[src/design/bse_pkg.sv]
// Package for the bucket sort engine.
// It holds the sizes, widths and controller state type shared by the design.
// It has no dependencies.
package bse_pkg;

  localparam int MAX_ITEMS   = 64;
  localparam int VALUE_WIDTH = 16;
  localparam int ADDR_W      = $clog2(MAX_ITEMS);
  localparam int CNT_W       = $clog2(MAX_ITEMS + 1);

  typedef enum logic [2:0] {
    ST_LOAD,
    ST_CMP,
    ST_PLACE,
    ST_EMIT_RD,
    ST_EMIT_LD,
    ST_EMIT_WAIT
  } bse_state_e;

endpackage

[src/design/bucket_sort_engine_unit.sv]
// Top level of the bucket sort engine: the sorted store and its controller.
// It depends on bse_pkg.
//
// A batch of unsigned values streams in, one item per accepted beat, and the
// beat with tlast closes it. Each value is placed in order as it arrives, by
// moving the larger stored values up one place at a time through a store
// with one read and one write port and a registered read. Each stored value
// greater than an item moves up one place, and the item is then written
// into the freed place; the first item of a batch and a dropped item need no
// compare. Once the batch is closed, the values leave in ascending order.
// For each output item, a store read is followed by a load of the output
// register, and the item is offered until taken. The final output item
// carries tlast. Up to MAX_ITEMS values are kept. Further values are
// dropped, and tuser is then set on every output item of that batch. No
// input item is taken while an insertion or the readout is under way.
module bucket_sort_engine_unit (
  input  logic                         clk_i,
  input  logic                         rst_ni,
  input  logic                         s_axis_tvalid_i,
  output logic                         s_axis_tready_o,
  input  logic [bse_pkg::VALUE_WIDTH-1:0] s_axis_tdata_i,  // value
  input  logic                         s_axis_tlast_i,     // last
  output logic                         m_axis_tvalid_o,
  input  logic                         m_axis_tready_i,
  output logic [bse_pkg::VALUE_WIDTH-1:0] m_axis_tdata_o,  // sorted_value
  output logic                         m_axis_tlast_o,     // last_out
  output logic                         m_axis_tuser_o      // overflowed
);
  import bse_pkg::*;

  logic [VALUE_WIDTH-1:0] mem_q [MAX_ITEMS];

  bse_state_e             state_q, state_d;
  logic [CNT_W-1:0]       count_q, count_d;
  logic [CNT_W-1:0]       pos_q, pos_d;
  logic [VALUE_WIDTH-1:0] key_q, key_d;
  logic                   last_q, last_d;
  logic                   ovf_q, ovf_d;
  logic [VALUE_WIDTH-1:0] out_data_q, out_data_d;
  logic                   out_last_q, out_last_d;
  logic [VALUE_WIDTH-1:0] rdata_q;

  logic [ADDR_W-1:0]      raddr;
  logic                   we;
  logic [ADDR_W-1:0]      waddr;
  logic [VALUE_WIDTH-1:0] wdata;
  logic                   in_acc;
  logic                   finish;

  assign in_acc = s_axis_tvalid_i && s_axis_tready_o;

  always_comb begin
    state_d    = state_q;
    count_d    = count_q;
    pos_d      = pos_q;
    key_d      = key_q;
    last_d     = last_q;
    ovf_d      = ovf_q;
    out_data_d = out_data_q;
    out_last_d = out_last_q;
    raddr      = pos_q[ADDR_W-1:0];
    we         = 1'b0;
    waddr      = pos_q[ADDR_W-1:0];
    wdata      = key_q;
    finish     = 1'b0;
    s_axis_tready_o = 1'b0;
    m_axis_tvalid_o = 1'b0;
    unique case (state_q)
      ST_LOAD: begin
        s_axis_tready_o = 1'b1;
        if (in_acc) begin
          key_d  = s_axis_tdata_i;
          last_d = s_axis_tlast_i;
          if (count_q == CNT_W'(MAX_ITEMS)) begin
            ovf_d = 1'b1;
            if (s_axis_tlast_i) begin
              pos_d   = '0;
              state_d = ST_EMIT_RD;
            end
          end else if (count_q == '0) begin
            we      = 1'b1;
            waddr   = '0;
            wdata   = s_axis_tdata_i;
            count_d = CNT_W'(1);
            if (s_axis_tlast_i) begin
              pos_d   = '0;
              state_d = ST_EMIT_RD;
            end
          end else begin
            pos_d   = count_q;
            raddr   = ADDR_W'(count_q - CNT_W'(1));
            state_d = ST_CMP;
          end
        end
      end
      ST_CMP: begin
        if (rdata_q > key_q) begin
          we    = 1'b1;
          wdata = rdata_q;
          pos_d = pos_q - CNT_W'(1);
          if (pos_q == CNT_W'(1)) begin
            state_d = ST_PLACE;
          end else begin
            raddr = ADDR_W'(pos_q - CNT_W'(2));
          end
        end else begin
          we     = 1'b1;
          finish = 1'b1;
        end
      end
      ST_PLACE: begin
        we     = 1'b1;
        finish = 1'b1;
      end
      ST_EMIT_RD: begin
        state_d = ST_EMIT_LD;
      end
      ST_EMIT_LD: begin
        out_data_d = rdata_q;
        out_last_d = (pos_q + CNT_W'(1)) == count_q;
        state_d    = ST_EMIT_WAIT;
      end
      ST_EMIT_WAIT: begin
        m_axis_tvalid_o = 1'b1;
        if (m_axis_tready_i) begin
          if (out_last_q) begin
            count_d = '0;
            ovf_d   = 1'b0;
            state_d = ST_LOAD;
          end else begin
            pos_d   = pos_q + CNT_W'(1);
            state_d = ST_EMIT_RD;
          end
        end
      end
      default: state_d = ST_LOAD;
    endcase
    if (finish) begin
      count_d = count_q + CNT_W'(1);
      if (last_q) begin
        pos_d   = '0;
        state_d = ST_EMIT_RD;
      end else begin
        state_d = ST_LOAD;
      end
    end
  end

  always_ff @(posedge clk_i or negedge rst_ni) begin
    if (!rst_ni) begin
      state_q <= ST_LOAD;
      count_q <= '0;
      pos_q   <= '0;
      last_q  <= 1'b0;
      ovf_q   <= 1'b0;
      out_last_q <= 1'b0;
    end else begin
      state_q <= state_d;
      count_q <= count_d;
      pos_q   <= pos_d;
      last_q  <= last_d;
      ovf_q   <= ovf_d;
      out_last_q <= out_last_d;
    end
  end

  always_ff @(posedge clk_i) begin
    key_q      <= key_d;
    out_data_q <= out_data_d;
  end

  always_ff @(posedge clk_i) begin
    if (we) begin
      mem_q[waddr] <= wdata;
    end
    rdata_q <= mem_q[raddr];
  end

  assign m_axis_tdata_o = out_data_q;
  assign m_axis_tlast_o = out_last_q;
  assign m_axis_tuser_o = ovf_q;

  a_count_bound: assert property (@(posedge clk_i) disable iff (!rst_ni)
    count_q <= CNT_W'(MAX_ITEMS))
    else $error("Stored count exceeds the store capacity.");

  a_no_overlap: assert property (@(posedge clk_i) disable iff (!rst_ni)
    !(s_axis_tready_o && m_axis_tvalid_o))
    else $error("Input taken while an output item is offered.");

  a_batch_clear: assert property (@(posedge clk_i) disable iff (!rst_ni)
    (m_axis_tvalid_o && m_axis_tready_i && m_axis_tlast_o) |=>
      (count_q == '0 && !ovf_q))
    else $error("Batch state not cleared after the final output item.");

  a_emit_nonempty: assert property (@(posedge clk_i) disable iff (!rst_ni)
    m_axis_tvalid_o |-> (count_q != '0 && pos_q < count_q))
    else $error("Output item offered outside the stored batch.");

endmodule
[config.mk]
export PLATFORM = sky130hd
export DESIGN_NAME = bucket_sort_engine_unit
export DESIGN_NICKNAME = d
export VERILOG_FILES = /design/src/design/bse_pkg.sv /design/src/design/bucket_sort_engine_unit.sv
export SDC_FILE = /design/constraint.sdc
export NUM_CORES = 2
export LEC_CHECK = 0
export ABC_AREA = 1
export BUFFER_PORTS_ARGS = -buffer_cell sky130_fd_sc_hd__buf_2
export CORE_MARGIN = 2
export CORE_UTILIZATION = 63
export DETAILED_ROUTE_END_ITERATION = 10
export HOLD_SLACK_MARGIN = 0.02
export PLACE_DENSITY = 0.86
export SETUP_SLACK_MARGIN = 0.5
export SYNTH_ARGS = -nofsm -noshare
export SYNTH_HDL_FRONTEND = slang
export SYNTH_SLANG_ARGS = --single-unit
[constraint.sdc]
create_clock -name clk_i -period 5.5 [get_ports clk_i]
set_input_delay 0.275 -clock clk_i [delete_from_list [all_inputs] [get_ports clk_i]]
set_output_delay 0.275 -clock clk_i [all_outputs]
set_load 0.1 [all_outputs]
==> impl_metrics.json <==
{
  "status": "completed",
  "routedWlPerCell_um": 23.7,
  "drt_iter0_drc": 5637,
  "drt_wl_total_um": 131000,
  "drc": 0,
  "nNetsFinal": 4526,
  "min_period_ns": 4.73,
  "cts_setup_buffers": 0,
  "yosysTopAreaCell": "edfxtp_1",
  "tightest_slew_ns": 1.48,
  "ys_ff_latch": 1092,
  "ant_nets": 0,
  "antenna_found_initial": 3,
  "cts_tree": "yes",
  "finClkSkew_ns": 0.0394,
  "reg2reg_depth": 15,
  "async_flop_share": 0.0183,
  "multi_input_area_um2": 13200,
  "cts_buffers": 106,
  "synthesis.nets": 4486,
  "slew_violations": 0,
  "clk_pin_slew_worst_paths_ns": 0.06,
  "syn_area_um2": 47800,
  "syn_area_per_cell_um2": 10.8,
  "critPathArrivalTime_ns": 5.28,
  "yosys-mux-area-fraction": 0.00817,
  "post-route-period-util": 0.860,
  "grt_max_degree": 198,
  "fill_cells": 4685,
  "setup_tns_ns": 0,
  "io_pins": 41,
  "place_hpwl_um": 73700,
  "critical_path_class": "reg2reg",
  "ctsHoldBuffers": 20,
  "r2r_end": "rdata_q[15]$_DFF_P_",
  "port_buffers": 40,
  "setup.worst_path.end": "rdata_q[15]$_DFF_P_",
  "yosysWarnings": 0,
  "synthXorXnorAreaFrac": 0.00330,
  "grt_use_total": 0.336,
  "first_pass_iters": 7,
  "critPathCaptureType": "flop",
  "htreeDepth": 3,
  "core_um2": 74700,
  "rows": 100,
  "final_hold_viol_count": 0,
  "layout-area-overhead-vs-synth_pct": 10.4,
  "relSlewSlack": 0.0114,
  "synthDistinctLibCells": 48,
  "syn_inst": 4441,
  "seq_area_um2": 32500,
  "routed_via_density": 6.28,
  "setup_viol": 0,
  "cts_root_buffer": "clkbuf_16",
  "cts_sinks": 1092,
  "yosys.area_share.simple": 0.234,
  "rsz0062_at_grt": "no",
  "via_count": 34700,
  "synth_edf_count": 1056,
  "synthAdderAreaFrac": 0.00629,
  "grt_pass1_vias": 33800,
  "ys_seq_area_frac": 0.681,
  "clk_path_buf_depth": 3,
  "synth_area_leaders": "edfxtp_1 66%, nand2_1 13%, nand3_1 6.4%",
  "gp_congestion": 0.992,
  "startpoint": "key_q[11]$_DFFE_PP_",
  "rrSetupSlack_ns": 0.77,
  "drive_gt1_frac": 0.0938,
  "grt_pass1_wl_um": 198000,
  "n_antenna_cell": 0,
  "initial_utilization": 0.639,
  "startpoint_type": "flop",
  "maxCapViolCount": 0,
  "synth_compound_area_frac": 0.0231,
  "clk_latency_ns": 0.70,
  "worst_ep_required_time_ns": 6.05,
  "overflow": 0,
  "synth_top_family_by_area": "simple AND/OR/NAND/NOR gates",
  "die_h_um": 279,
  "synth_ff_type": "edfxtp_1",
  "die-area_um2": 78000,
  "fmax_ghz": 0.211,
  "die_x_um": 279,
  "cts_resized": 0,
  "path_max_fanout": 21,
  "r2r-start": "key_q[11]$_DFFE_PP_",
  "synth.top_cell.area_share": 0.664,
  "hold_class": "in2async"
}
==> worst max-delay path, cell delays in order (launching register included) <==
cell and delay, ns:
edfxtp_1 0.32, inv_1 0.06, ha_1 0.32, nand4_1 0.12, nor3_1 0.29, nand2_1 0.12
nand2_1 0.11, nand2_1 0.14, inv_1 0.56, nand3_1 0.18, xor2_1 0.19, a22o_1 0.21
nor2_2 0.65, inv_1 0.60, nand2_1 0.52, nand2_1 0.17
==> cells in the mapped netlist, types with 3 or more instances <==
cell type,count
nand2_1,1676
edfxtp_1,1056
nand3_1,613
inv_1,215
buf_2,155
o21ai_0,112
nor2_1,95
or2_2,91
nand3b_1,84
clkbuf_1,65
mux2i_1,39
a21oi_1,30
ha_1,24
o211ai_1,24
dfrtp_1,20
buf_1,16
dfxtp_1,16
xor2_1,16
buf_4,13
nor3_1,13
inv_2,9
nand4_1,8
buf_6,7
a31oi_1,5
o21ai_1,5
a41oi_1,4
nor2_2,3
o221ai_1,3
==> logic make-up (layout without fill, tap and decap cells) <==
| logic type | after synthesis | after routing |
|---|---|---|
| XOR/XNOR | 18 | 18 |
| adder cells (fa/ha/maj) | 24 | 24 |
| AO/OA/AOI/OAI | 192 | 192 |
| multiplexers | 39 | 39 |
| flip-flops | 1092 | 1092 |
| buffers and inverters | 483 | 607 |
| AND/OR/NAND/NOR | 2593 | 2593 |
==> layout by cell type (no fill, tap or decap), drive strengths merged, types with 2 or more instances in the layout <==
cell type / n
nand2: 1679
edfxtp: 1056
nand3: 614
inv: 226
buf: 169
clkbuf: 141
o21ai: 117
nor2: 101
or2: 91
nand3b: 84
clkinv: 43
mux2i: 39
a21oi: 30
o211ai: 24
ha: 24
dfrtp: 20
dlygate4sd3: 20
xor2: 16
dfxtp: 16
nor3: 14
nand4: 9
bufinv: 8
a31oi: 5
a41oi: 4
o221ai: 3
xnor2: 2
==> area by class of cell <==
type,instances,share of cell area
Timing Repair Buffer,189,0.0300
Clock buffer,141,0.0536
Inverter,226,0.0162
Tap cell,969,0.0230
Sequential cell,1092,0.617
Multi-Input combinational cell,2866,0.250
Clock inverter,51,0.00990
==> flip-flops by register name, indices dropped and copies added (netlist names) <==
| name | flops |
|---|---|
| mem_q | 1024 |
| key_q | 16 |
| m_axis_tdata_o | 16 |
| rdata_q | 16 |
| count_q | 7 |
| pos_q | 7 |
| state_q | 3 |
| last_q | 1 |
| m_axis_tlast_o | 1 |
| m_axis_tuser_o | 1 |
==> routing by layer <==
layer,up-vias,wire (um),track usage
li1,15200,-,-
met1,16300,45200,0.440
met2,2750,60600,0.528
met3,486,17900,0.0802
met4,6,7230,0.172
met5,-,42,0
==> per-stage QoR <==
step | hold slack (ns) | cells | area [um2] | setup WS (ns) | utilization
2_1_floorplan | -0.0206 | 4441 | 47800 | 1.15 | -
3_3_place_gp | 0.255 | 5322 | 49200 | 1.14 | 0.658
3_5_place_dp | 0.259 | 5322 | 49200 | 1.11 | 0.658
4_1_cts | 0.0715 | 5534 | 52700 | 1.09 | 0.706
5_1_grt | 0.142 | 5534 | 52700 | 0.581 | 0.706
6_report | 0.114 | 5534 | 52700 | 0.769 | 0.706
==> worst min path at each step <==
stage / startpoint / to
floorplan: rst_ni / count_q[0]$_DFFE_PN0P_
global placement: rst_ni / m_axis_tuser_o$_DFFE_PN0P_
detailed placement: rst_ni / pos_q[4]$_DFF_PN0_
CTS: rst_ni / pos_q[1]$_DFF_PN0_
global route: rst_ni / count_q[1]$_DFFE_PN0P_
finish: rst_ni / pos_q[6]$_DFF_PN0_
Power is left out: the tool's default activity adds up to more than one toggle a clock period on the data nets, which glitch-free logic cannot reach.
